===== src/hw/rtl/avcnib_pkg.sv =====
// ----------------------------------------------------------------------------
// AVC NAL index builder package
// Shared types and constants for the parser front end, job queue and emitter.
// ----------------------------------------------------------------------------
package avcnib_pkg;

  // Result kinds on the output side.
  localparam logic KindEntry   = 1'b0;
  localparam logic KindSummary = 1'b1;

  // One job per accepted byte that causes results: an optional index entry
  // followed by an optional end-of-sample summary.
  typedef struct packed {
    logic        has_entry;
    logic [31:0] entry_offset;
    logic [31:0] entry_size;
    logic        has_summary;
    logic [31:0] sum_count;
    logic [31:0] sum_frame_len;
  } job_t;

endpackage


===== src/hw/rtl/avc_nal_index_builder_top.sv =====
// Path: a byte that causes results writes its job into the job queue when it is accepted;
// the emitter then loads that job into its holding register and shows the first result.
// Throughput: one byte per cycle while the job queue is not full; one result per cycle
// leaves while pop is held; two results from one byte are absorbed by the job queue.
// Reset: asynchronous, active low; the parser waits for the first byte of a sample and
// the job queue and output register are empty.
// ----------------------------------------------------------------------------
// AVC NAL index builder top level
// Parser front end, job queue and result emitter for length-prefixed AVC samples.
// ----------------------------------------------------------------------------
module avc_nal_index_builder_top #(
  parameter int unsigned QUEUE_DEPTH = 4
) (
  input  logic        clk_i,
  input  logic        rst_ni,
  input  logic        push,
  output logic        full,
  input  logic [7:0]  data_byte_i,
  input  logic [31:0] frame_len_i,
  input  logic [31:0] dec_info_size_i,
  input  logic        first_frame_i,
  output logic        empty,
  input  logic        pop,
  output logic        kind_o,
  output logic [31:0] nal_offset_o,
  output logic [31:0] nal_size_o,
  output logic [31:0] nal_count_o,
  output logic [31:0] new_frame_len_o,
  output logic        last_o
);

  avcnib_pkg::job_t new_job;
  avcnib_pkg::job_t head_job;
  logic             job_push;
  logic             job_pop;
  logic             q_full;
  logic             q_empty;

  assign full = q_full;

  // Byte parser.
  avcnib_front u_front (
    .clk_i           (clk_i),
    .rst_ni          (rst_ni),
    .push_i          (push),
    .queue_full_i    (q_full),
    .data_byte_i     (data_byte_i),
    .frame_len_i     (frame_len_i),
    .dec_info_size_i (dec_info_size_i),
    .first_frame_i   (first_frame_i),
    .job_push_o      (job_push),
    .job_o           (new_job)
  );

  // Job queue between parser and emitter.
  avcnib_queue #(
    .DEPTH (QUEUE_DEPTH)
  ) u_queue (
    .clk_i      (clk_i),
    .rst_ni     (rst_ni),
    .push_i     (job_push),
    .push_job_i (new_job),
    .full_o     (q_full),
    .pop_i      (job_pop),
    .head_job_o (head_job),
    .empty_o    (q_empty)
  );

  // Result emitter.
  avcnib_back u_back (
    .clk_i           (clk_i),
    .rst_ni          (rst_ni),
    .head_job_i      (head_job),
    .queue_empty_i   (q_empty),
    .queue_pop_o     (job_pop),
    .pop_i           (pop),
    .empty_o         (empty),
    .kind_o          (kind_o),
    .nal_offset_o    (nal_offset_o),
    .nal_size_o      (nal_size_o),
    .nal_count_o     (nal_count_o),
    .new_frame_len_o (new_frame_len_o),
    .last_o          (last_o)
  );

endmodule


===== src/hw/rtl/avcnib_front.sv =====
// ----------------------------------------------------------------------------
// AVC NAL index builder front end
// Walks the sample one byte per beat and turns each byte that causes results into a job.
// ----------------------------------------------------------------------------
module avcnib_front (
  input  logic                clk_i,
  input  logic                rst_ni,
  input  logic                push_i,
  input  logic                queue_full_i,
  input  logic [7:0]          data_byte_i,
  input  logic [31:0]         frame_len_i,
  input  logic [31:0]         dec_info_size_i,
  input  logic                first_frame_i,
  output logic                job_push_o,
  output avcnib_pkg::job_t    job_o
);

  // Parser phases.
  localparam logic [2:0] PhIdle     = 3'd0;
  localparam logic [2:0] PhHeader   = 3'd1;
  localparam logic [2:0] PhSps      = 3'd2;
  localparam logic [2:0] PhPpsCount = 3'd3;
  localparam logic [2:0] PhPps      = 3'd4;
  localparam logic [2:0] PhRecDone  = 3'd5;
  localparam logic [2:0] PhSlice    = 3'd6;
  localparam logic [2:0] PhTail     = 3'd7;

  logic [2:0]  phase_q, phase_d;
  logic [31:0] byte_pos_q, byte_pos_d;
  logic [1:0]  fbi_q, fbi_d;
  logic [31:0] acc_q, acc_d;
  logic [7:0]  sets_q, sets_d;
  logic [31:0] skip_q, skip_d;
  logic [31:0] total_q, total_d;
  logic [31:0] npp_q, npp_d;
  logic [31:0] flen_q, flen_d;
  logic [31:0] sstart_q, sstart_d;

  logic        accept;
  assign accept = push_i && !queue_full_i;

  // Next-state and job computation for one byte.
  always_comb begin
    logic [32:0] pay;
    logic [32:0] nxt;
    logic [31:0] sz;
    phase_d    = phase_q;
    byte_pos_d = byte_pos_q;
    fbi_d      = fbi_q;
    acc_d      = acc_q;
    sets_d     = sets_q;
    skip_d     = skip_q;
    total_d    = total_q;
    npp_d      = npp_q;
    flen_d     = flen_q;
    sstart_d   = sstart_q;
    job_o      = '0;
    pay        = {1'b0, byte_pos_q} + 33'd1;
    nxt        = '0;
    sz         = '0;

    // The first byte of a sample latches its description.
    if (phase_q == PhIdle) begin
      flen_d     = (frame_len_i == 32'd0) ? 32'd1 : frame_len_i;
      sstart_d   = first_frame_i ? dec_info_size_i : 32'd0;
      byte_pos_d = '0;
      total_d    = '0;
      fbi_d      = '0;
      acc_d      = '0;
      sets_d     = '0;
      skip_d     = '0;
      npp_d      = sstart_d;
      phase_d    = (first_frame_i && sstart_d != 32'd0) ? PhHeader : PhSlice;
    end else if (phase_q >= PhHeader && phase_q <= PhRecDone && byte_pos_q == sstart_q) begin
      // The record walk ends at the slice start.
      phase_d = PhSlice;
      npp_d   = byte_pos_q;
      fbi_d   = '0;
      acc_d   = '0;
    end

    pay = {1'b0, byte_pos_d} + 33'd1;

    unique case (phase_d)
      PhHeader: begin
        if (byte_pos_d == 32'd5) begin
          sets_d  = {3'b000, data_byte_i[4:0]};
          fbi_d   = '0;
          skip_d  = '0;
          phase_d = (data_byte_i[4:0] != 5'd0) ? PhSps : PhPpsCount;
        end
      end
      PhSps, PhPps: begin
        if (skip_d != 32'd0) begin
          skip_d = skip_d - 32'd1;
        end else if (fbi_d == 2'd0) begin
          acc_d = {24'd0, data_byte_i};
          fbi_d = 2'd1;
        end else begin
          sz                 = {16'd0, acc_d[7:0], data_byte_i};
          job_o.has_entry    = 1'b1;
          job_o.entry_offset = pay[31:0];
          job_o.entry_size   = sz;
          total_d            = total_d + 32'd1;
          skip_d             = sz;
          sets_d             = sets_d - 8'd1;
          fbi_d              = '0;
        end
        if (skip_d == 32'd0 && fbi_d == 2'd0 && sets_d == 8'd0) begin
          phase_d = (phase_d == PhSps) ? PhPpsCount : PhRecDone;
        end
      end
      PhPpsCount: begin
        sets_d  = data_byte_i;
        fbi_d   = '0;
        skip_d  = '0;
        phase_d = (data_byte_i != 8'd0) ? PhPps : PhRecDone;
      end
      PhSlice: begin
        if (fbi_d != 2'd0 || byte_pos_d == npp_d) begin
          acc_d = (fbi_d == 2'd0) ? {24'd0, data_byte_i} : {acc_d[23:0], data_byte_i};
          if (fbi_d == 2'd3) begin
            nxt = pay + {1'b0, acc_d};
            if (pay < {1'b0, flen_d}) begin
              job_o.has_entry    = 1'b1;
              job_o.entry_offset = pay[31:0];
              job_o.entry_size   = acc_d;
              total_d            = total_d + 32'd1;
            end
            fbi_d = '0;
            if (nxt[32]) begin
              phase_d = PhTail;
            end else begin
              npp_d = nxt[31:0];
            end
          end else begin
            fbi_d = fbi_d + 2'd1;
          end
        end
      end
      default: begin
      end
    endcase

    // The last byte of the sample closes it with a summary.
    if (pay >= {1'b0, flen_d}) begin
      job_o.has_summary   = 1'b1;
      job_o.sum_count     = total_d;
      job_o.sum_frame_len = flen_d;
      phase_d             = PhIdle;
      byte_pos_d          = '0;
    end else begin
      byte_pos_d = pay[31:0];
    end
  end

  assign job_push_o = accept && (job_o.has_entry || job_o.has_summary);

  // Parser state advances on every accepted beat.
  always_ff @(posedge clk_i or negedge rst_ni) begin
    if (!rst_ni) begin
      phase_q    <= PhIdle;
      byte_pos_q <= '0;
      fbi_q      <= '0;
      acc_q      <= '0;
      sets_q     <= '0;
      skip_q     <= '0;
      total_q    <= '0;
      npp_q      <= '0;
      flen_q     <= '0;
      sstart_q   <= '0;
    end else if (accept) begin
      phase_q    <= phase_d;
      byte_pos_q <= byte_pos_d;
      fbi_q      <= fbi_d;
      acc_q      <= acc_d;
      sets_q     <= sets_d;
      skip_q     <= skip_d;
      total_q    <= total_d;
      npp_q      <= npp_d;
      flen_q     <= flen_d;
      sstart_q   <= sstart_d;
    end
  end

  // A summary always returns the parser to the start of a sample.
  assert property (@(posedge clk_i) disable iff (!rst_ni)
    job_push_o && job_o.has_summary |=> phase_q == PhIdle && byte_pos_q == 32'd0)
    else $error("summary did not close the sample");

endmodule


===== src/hw/rtl/avcnib_queue.sv =====
// ----------------------------------------------------------------------------
// AVC NAL index builder job queue
// Small register FIFO that decouples the parser from the result emitter.
// ----------------------------------------------------------------------------
module avcnib_queue #(
  parameter int unsigned DEPTH = 4
) (
  input  logic             clk_i,
  input  logic             rst_ni,
  input  logic             push_i,
  input  avcnib_pkg::job_t push_job_i,
  output logic             full_o,
  input  logic             pop_i,
  output avcnib_pkg::job_t head_job_o,
  output logic             empty_o
);

  localparam int unsigned PtrW = (DEPTH > 1) ? $clog2(DEPTH) : 1;
  localparam int unsigned CntW = $clog2(DEPTH + 1);

  avcnib_pkg::job_t        slots_q [DEPTH];
  logic [PtrW-1:0]         wr_ptr_q, rd_ptr_q;
  logic [CntW-1:0]         count_q;

  assign full_o     = (count_q == CntW'(DEPTH));
  assign empty_o    = (count_q == '0);
  assign head_job_o = slots_q[rd_ptr_q];

  // Storage write.
  always_ff @(posedge clk_i) begin
    if (push_i) begin
      slots_q[wr_ptr_q] <= push_job_i;
    end
  end

  // Pointers and fill count.
  always_ff @(posedge clk_i or negedge rst_ni) begin
    if (!rst_ni) begin
      wr_ptr_q <= '0;
      rd_ptr_q <= '0;
      count_q  <= '0;
    end else begin
      if (push_i) begin
        wr_ptr_q <= (wr_ptr_q == PtrW'(DEPTH - 1)) ? '0 : wr_ptr_q + 1'b1;
      end
      if (pop_i) begin
        rd_ptr_q <= (rd_ptr_q == PtrW'(DEPTH - 1)) ? '0 : rd_ptr_q + 1'b1;
      end
      if (push_i && !pop_i) begin
        count_q <= count_q + 1'b1;
      end else if (pop_i && !push_i) begin
        count_q <= count_q - 1'b1;
      end
    end
  end

  assert property (@(posedge clk_i) disable iff (!rst_ni) push_i |-> !full_o)
    else $error("job queue overflow");
  assert property (@(posedge clk_i) disable iff (!rst_ni) pop_i |-> !empty_o)
    else $error("job queue underflow");

endmodule


===== src/hw/rtl/avcnib_back.sv =====
// ----------------------------------------------------------------------------
// AVC NAL index builder result emitter
// Holds one job and hands out its entry and summary as separate beats.
// ----------------------------------------------------------------------------
module avcnib_back (
  input  logic             clk_i,
  input  logic             rst_ni,
  input  avcnib_pkg::job_t head_job_i,
  input  logic             queue_empty_i,
  output logic             queue_pop_o,
  input  logic             pop_i,
  output logic             empty_o,
  output logic             kind_o,
  output logic [31:0]      nal_offset_o,
  output logic [31:0]      nal_size_o,
  output logic [31:0]      nal_count_o,
  output logic [31:0]      new_frame_len_o,
  output logic             last_o
);

  avcnib_pkg::job_t cur_q;
  logic             cur_vld_q, cur_vld_d;
  logic             ent_done_q, ent_done_d;
  logic             show_entry;
  logic             take;
  logic             finish;
  logic [31:0]      aligned_len;

  assign show_entry = cur_q.has_entry && !ent_done_q;
  assign take       = cur_vld_q && pop_i;
  assign finish     = take && !(show_entry && cur_q.has_summary);

  // Load the next job when the holding register is free or just drained.
  assign queue_pop_o = !queue_empty_i && (!cur_vld_q || finish);

  always_comb begin
    cur_vld_d  = cur_vld_q;
    ent_done_d = ent_done_q;
    if (queue_pop_o) begin
      cur_vld_d  = 1'b1;
      ent_done_d = 1'b0;
    end else if (finish) begin
      cur_vld_d  = 1'b0;
      ent_done_d = 1'b0;
    end else if (take) begin
      ent_done_d = 1'b1;
    end
  end

  always_ff @(posedge clk_i or negedge rst_ni) begin
    if (!rst_ni) begin
      cur_vld_q  <= 1'b0;
      ent_done_q <= 1'b0;
    end else begin
      cur_vld_q  <= cur_vld_d;
      ent_done_q <= ent_done_d;
    end
  end

  always_ff @(posedge clk_i) begin
    if (queue_pop_o) begin
      cur_q <= head_job_i;
    end
  end

  // Summary length: frame length rounded up to four, eight per entry, plus four.
  assign aligned_len = (cur_q.sum_frame_len + 32'd3) & ~32'd3;

  assign empty_o         = !cur_vld_q;
  assign kind_o          = show_entry ? avcnib_pkg::KindEntry : avcnib_pkg::KindSummary;
  assign nal_offset_o    = show_entry ? cur_q.entry_offset : 32'd0;
  assign nal_size_o      = show_entry ? cur_q.entry_size : 32'd0;
  assign nal_count_o     = show_entry ? 32'd0 : cur_q.sum_count;
  assign new_frame_len_o = show_entry ? 32'd0
                         : aligned_len + {cur_q.sum_count[28:0], 3'b000} + 32'd4;
  assign last_o          = show_entry ? !cur_q.has_summary : 1'b1;

  assert property (@(posedge clk_i) disable iff (!rst_ni)
    cur_vld_q && !pop_i |=> cur_vld_q)
    else $error("held result dropped without a pop");
  assert property (@(posedge clk_i) disable iff (!rst_ni)
    cur_vld_q && kind_o == avcnib_pkg::KindSummary |-> last_o)
    else $error("summary beat not marked last");

endmodule


===== config.mk =====
export PLATFORM = sky130hd
export DESIGN_NAME = avc_nal_index_builder_top
export DESIGN_NICKNAME = d
export VERILOG_FILES = /design/src/hw/rtl/avcnib_pkg.sv /design/src/hw/rtl/avc_nal_index_builder_top.sv /design/src/hw/rtl/avcnib_front.sv /design/src/hw/rtl/avcnib_queue.sv /design/src/hw/rtl/avcnib_back.sv
export SDC_FILE = /design/constraint.sdc
export NUM_CORES = 2
export LEC_CHECK = 0
export BUFFER_PORTS_ARGS = -buffer_cell sky130_fd_sc_hd__buf_4
export CAP_MARGIN = 20
export CORE_MARGIN = 3
export CORE_UTILIZATION = 50
export CTS_BUF_LIST = sky130_fd_sc_hd__clkbuf_8
export CTS_CLUSTER_SIZE = 20
export DETAILED_ROUTE_END_ITERATION = 7
export PLACE_DENSITY = 0.74
export SLEW_MARGIN = 20
export SYNTH_ARGS = -nofsm -noshare
export SYNTH_HDL_FRONTEND = slang
export SYNTH_SLANG_ARGS = --single-unit

===== constraint.sdc =====
create_clock -name clk_i -period 18.7 [get_ports clk_i]
set_input_delay 0 -clock clk_i [delete_from_list [all_inputs] [get_ports clk_i]]
set_output_delay 0 -clock clk_i [all_outputs]
set_load 0.1 [all_outputs]

---- Word-level counts from Yosys, hierarchy flattened ----
Memories as Yosys holds them, arrays and structs flattened. A register that Yosys moved wholly into a read port is not among the register bits.
Index checks and enable logic that the tools add are counted.
word-level totals
  bits in registers ....................... 246
  RAM bits ................................ 520
  input port bits ......................... 77
  output and inout bits ................... 132
  logic and storage cells ................. 170
  memories kept ........................... 1
cells by class
  add/sub/neg operators ................... 13
  magnitude comparators ................... 4
  equal/unequal tests ..................... 12
  mux-type cells .......................... 83
  reduce and logical (&&, ||, !) cells .... 42
memory list
  name             words  width  read ports  clocked after memory_dff  write ports  RTL line            RTL
  u_queue.slots_q  4      130    1           1                         1            avcnib_queue.sv:21  avcnib_pkg::job_t slots_q [DEPTH];
operators by type and width
  cell                                                                  count
  32-bit two-way mux                                                    32
  65-bit two-way mux                                                    6
  65-bit case mux with 2 select lines                                   1
  32-bit case mux with 2 select lines                                   2
  32-bit case mux with 3 select lines                                   1
  32-bit == test                                                        2
  32-bit zero test                                                      2
  32-bit nonzero test                                                   2
  8-bit two-way mux                                                     5
  3-bit two-way mux                                                     12
  32-bit by 1-bit adder with 33-bit output, second input constant       1
  33-bit by 32-bit adder with 33-bit output                             1
  33-bit by 32-bit >= comparator with 1-bit output                      1
  33-bit by 32-bit less-than comparator with 1-bit output               1
  32-bit by 1-bit adder with 32-bit output, second input constant       1
  32-bit by 2-bit adder with 32-bit output, second input constant       1
  32-bit by 3-bit adder with 32-bit output, second input constant       1
  32-bit adder                                                          1
  32-bit by 3-bit == test with 1-bit output, second input constant      1
  32-bit by 1-bit subtractor with 32-bit output, second input constant  1
  8-bit case mux with 3 select lines                                    1
  2-bit two-way mux                                                     9
  1-bit logical AND                                                     14
  1-bit two-way mux                                                     12
  other kinds (23)                                                      43

---- Depth between registers and ports, before layout ----
  depth after elaboration ................. 17
  mapped depth ............................ 34

---- Modules after synthesis ----
From an unflattened synthesis, not the netlist that was laid out.
second synthesis, totals
  cell total of the unflattened synthesis .. 3671
  area total of the unflattened synthesis .. 45108.3 um^2
modules (own cells, without submodules)
  module        instances  cells each  area each (um^2)  seq. area each (um^2)
  avcnib_queue  1          717         19164.6           15790.1
  avcnib_front  1          2342        18811.8           5730.5
  avcnib_back   1          612         7131.8            3953.8

---- Worst setup path after synthesis ----
OpenSTA, ideal clock, no wires.
  kind .................................... register -> register
  start point ............................. register u_back.cur_q[129] (netlist name)
  end point ............................... register u_queue.count_q[1]
  arrival time ............................ 9170 ps
  setup slack ............................. 9405 ps
  stages on the path, launching flop included .. 10
  path buffers ............................ 0
  cell sequence ........................... edfxtp_1 nor2b_1 nand2_1 nand2_1 a21oi_1 inv_1 ha_1 inv_1 fa_1 mux2_2
between the ends
  cells in the longest elaborated chain, start to end .. 9
  elaborated cells between the ends (all ways) .. 11
  classes of those cells .................. mux (1); reduce/logical (10)
RTL lines
  element                                                         RTL line                         RTL
  1-bit logical AND *                                             avcnib_back.sv:29                assign show_entry = cur_q.has_entry && !ent_done_q;
  1-bit logical AND *                                             avcnib_back.sv:31                assign finish = take && !(show_entry && cur_q.has_summary);
  1-bit zero test *                                               avcnib_back.sv:31
  1-bit logical AND *                                             avcnib_back.sv:31
  1-bit logical OR *                                              avcnib_back.sv:34                assign queue_pop_o = !queue_empty_i && (!cur_vld_q || finish);
  1-bit logical AND *                                             avcnib_back.sv:34
  net job_pop                                                     avc_nal_index_builder_top.sv:35  logic job_pop;
  1-bit zero test                                                 avcnib_queue.sv:49               if (push_i && !pop_i) begin
  1-bit logical AND                                               avcnib_queue.sv:49
  3-bit two-way mux / 2-bit nonzero test (equally long branches)  --
  end signal, assigned                                            avcnib_queue.sv:50               count_q <= count_q + 1'b1;
  end signal, assigned                                            avcnib_queue.sv:52               count_q <= count_q - 1'b1;
  end, declared                                                   avcnib_queue.sv:23               logic [CntW-1:0] count_q;
The timed path passes the listed nets; every way through them passes the cells marked *.
A chain may end at the register's enable or synchronous reset.

---- Worst setup path after layout ----
  start point ............................. register u_front.phase_q[0]
  end point ............................... memory u_queue.slots_q[0][17] in the netlist's numbering, enable pin
between the ends
  cells in the longest elaborated chain, start to end .. 13
  elaborated cells between the ends (all ways) .. 38
  classes of those cells .................. add/sub (1); order compare (4); eq/ne (5); mux (18); reduce/logical (10)
RTL lines
  element                                                                           RTL line                         RTL
  start, declared                                                                   avcnib_front.sv:28               logic [2:0] phase_q, phase_d;
  start signal, assigned                                                            avcnib_front.sv:162              phase_q <= PhIdle;
  start signal, assigned                                                            avcnib_front.sv:173              phase_q <= phase_d;
  branches (longest 9 deep; another with 32-bit by 1-bit adder with 33-bit output)  --
  1-bit logical OR *                                                                avcnib_front.sv:157              assign job_push_o = accept && (job_o.has_entry || job_o.has_summary);
  1-bit logical AND *                                                               avcnib_front.sv:157
  net job_push                                                                      avc_nal_index_builder_top.sv:34  logic job_push;
  1-bit two-way mux *                                                               avcnib_queue.sv:31               if (push_i) begin
  1-bit two-way mux (not written as such) *                                         avcnib_queue.sv:32               slots_q[wr_ptr_q] <= push_job_i;
  end, declared                                                                     avcnib_queue.sv:21
Mark *: on every way through the listed nets, which the timed path passes.

==> run metrics <==
status=finished, final reports clean; Final Hold Viols=0; cell count after synthesis=3609; headroom to the max-slew limit=28.6%; Max Fclk=around 110 MHz; Congestion Overflow GR=0; CTS buffer count=146; Fin Setup TNS=0 ns; worst skew pair latency=0.81 ns; DRC violation count after routing=0; clk_skew=between 0.03 and 0.04 ns; Syn Area/Cell=between 10 and 15 um^2; Hold Crit Class=input port to flip-flop; FF-to-FF path depth=21; GR Util All Layers=~27%; Sink Count=roughly 900; Vias/cell=6.11; clock-pin slew on the worst setup and hold paths=0.06 ns; initial antenna violation count=8; core region area=~0.087 mm^2; H-tree depth=4; Main synth FF type=edfxtp_1; IO Port Bufs=about 200; max-slew violations=0; post-CTS setup buffers=0; hold wc startpoint=frame_len_i[22]; hold endpoint=u_front.flen_q[22]; Worst Max-Slew Pin Slew=roughly 1.1 ns; Period minus WS final=between 8 and 9 ns; RSZ-0062 raised after global routing=false; fin cells=roughly 5200; Seq/Total Area, Yosys=~58%; Final setup viols=0; Root Driver=clkbuf_8; Worst R2R Start=u_front.phase_q[0]; Syn-to-layout area delta=16.3%; first-pass GRT wire length=between 150000 and 200000 um; Post-DP HPWL=84700 um; Synth cell types=84; Ys Warns=0; I/O pin cnt=~210; Clock Tree Buf Depth=3; CP Data Arrival Time=about 9.3 ns; via count=32000; most frequent cells in the layout=650 x edfxtp_1, 382 x nand2_1, 256 x buf_4; hold buffers post-CTS=roughly 170; asr flop ratio synth=a little over a quarter; Final ANT Viol Nets=0; crit-path max FO=80; placed inst area=0.0466 mm^2; CTS tree=built; CTS resizes=0; final layout net count=approximately 4100; share of cells above drive strength 1=approximately 17%; Finished Cell Area=between 0.05 and 0.06 mm^2; Max Cap Violations=0; post-synth top area share=44.4%; vias in the first global route=between 30000 and 40000; chip width=303 um; Post-synth EDFFs=650; flop2flop setup slack=between 9 and 10 ns; Initial Utilization=50.5%; Cell Area, Synth=roughly 0.044 mm^2; Area contributors post-synth=edfxtp_1 44%, dfrtp_1 14%, mux4_2 6.7%; WL/cell=23.9 um; placed cell count=about 4800; CP Capture Type=flip-flop; DR pass1 iterations=6; largest net degree at the start of global routing=just under 100; post-synth top area cell=edfxtp_1; std cell rows=108; DIE AREA=0.0915 mm^2; crit share post-route=47.6%; Worst EP required=19.11 ns; Worst Hold Depth=3; drt first-iter violations=4048; critical path type=flip-flop to flip-flop; final WL=approximately 130000 um; die outline height=about 300 um; CP Launch Type=flip-flop; most common cell after layout, fill and taps aside=edfxtp_1; Synth Register Bits=approximately 890; Crit Reg-Reg Endpoint=u_queue.slots_q[0][17]; RePlAce Congestion=around 0.97
[through the flow]
stage | setup slack [ns] | hold WS (ns) | utilization [%]
after floorplan | 9.41 | -0.296 | -
after global placement | 10.29 | -0.0115 | 53.5
after detailed placement | 10.04 | -0.0122 | 53.5
after CTS | 9.99 | 0.00699 | 58.8
after global routing | 9.22 | 0.0575 | 58.8
final | 9.80 | 0.0830 | 58.8
[flip-flops by register name (all words and copies together), names as in the netlist, 8 cells and up]
| signal | count |
|---|---|
| u_front.flen_q | 32 |
| u_back.cur_q | 130 |
| u_front.npp_q | 32 |
| u_front.total_q | 32 |
| u_front.byte_pos_q | 32 |
| u_front.acc_q | 24 |
| u_front.sets_q | 8 |
| u_front.skip_q | 32 |
| u_queue.slots_q | 520 |
| u_front.sstart_q | 32 |
[worst max-delay path by stage]
stage,start,to
after detailed placement,u_front.phase_q[0],u_queue.slots_q[0][3]
after CTS,u_front.phase_q[0],u_queue.slots_q[0][17]
after global placement,u_front.phase_q[0],u_queue.slots_q[0][5]
after global routing,u_front.phase_q[0],u_queue.slots_q[0][17]
after floorplan,u_back.cur_q[129],u_queue.count_q[1]
final,u_front.phase_q[0],u_queue.slots_q[0][17]
[Yosys cell counts, drive strengths merged (6+ instances only)]
master    n
edfxtp  650
nand2   383
nor2    251
dfrtp   238
o21ai   212
a21oi   158
clkbuf  156
and2    138
mux4    130
inv     108
ha      105
xnor2   102
xor2     95
mux2i    70
nand3    69
buf      66
a31oi    58
nor3     56
nand4    55
nor4     54
and3     46
o31ai    43
a22o     40
a21o     37
mux2     36
or3      28
o22ai    19
a211oi   14
or4      13
o21a     12
nand2b   11
nor2b    11
a22oi    10
and4      9
nor4b     9
or2       9
a31o      8
o211ai    8
a211o     6
a41oi     6
o21bai    6
[cell families (layout without fill, tap and decap cells)]
logic type | after synthesis | after routing | share of synthesized area, %
simple gates | 1152 | 1152 | 12.8
flops | 888 | 888 | 57.9
compound gates | 696 | 696 | 10.0
buf+inv | 331 | 794 | 2.98
mux | 236 | 236 | 9.17
xor+xnor | 197 | 197 | 3.92
fa+ha+maj | 108 | 108 | 3.12
other cells | 1 | 3 | 0.00853
[routing by layer]
metal,global-route usage (%),wire length [um],vias up,part of all wire (%)
met1,38.0,49900,15600,40
met4,11.7,5670,6,4.5
met2,41.8,57500,1774,46
met5,0,37,-,0.030
met3,5.48,12000,358,9.6
li1,-,-,14200,-
[area by class of cell]
class	instances	area, um^2
Antenna cell	1	2.50
Clock buffer	153	2110
Clock inverter	109	810
Fill cell	6796	35900
Inverter	109	409
Multi-Input combinational cell	2391	17300
Sequential cell	888	25500
Tap cell	1155	1450
Timing Repair Buffer	423	3630
[worst max-delay path: stages, from the launching register on]
cell and delay [ns]:
dfrtp_1 0.80, or3_4 0.84, nand2_1 0.19, inv_1 0.21, ha_1 0.23, nand4_2 0.20, nor4b_2 0.62, nand2_1 0.24
xnor2_1 0.35, inv_1 0.13, ha_1 0.31, nand4_1 0.16, nor4_1 0.39, and3_1 0.26, nor2_1 0.06, a21boi_0 0.12
o21a_2 0.21, buf_4 0.31, a21oi_1 0.74, and2_4 0.58, buf_4 0.64, buf_4 0.77
Power is not shown: default switching activity piles up to over one toggle a cycle in this logic, so the estimate is an artifact.
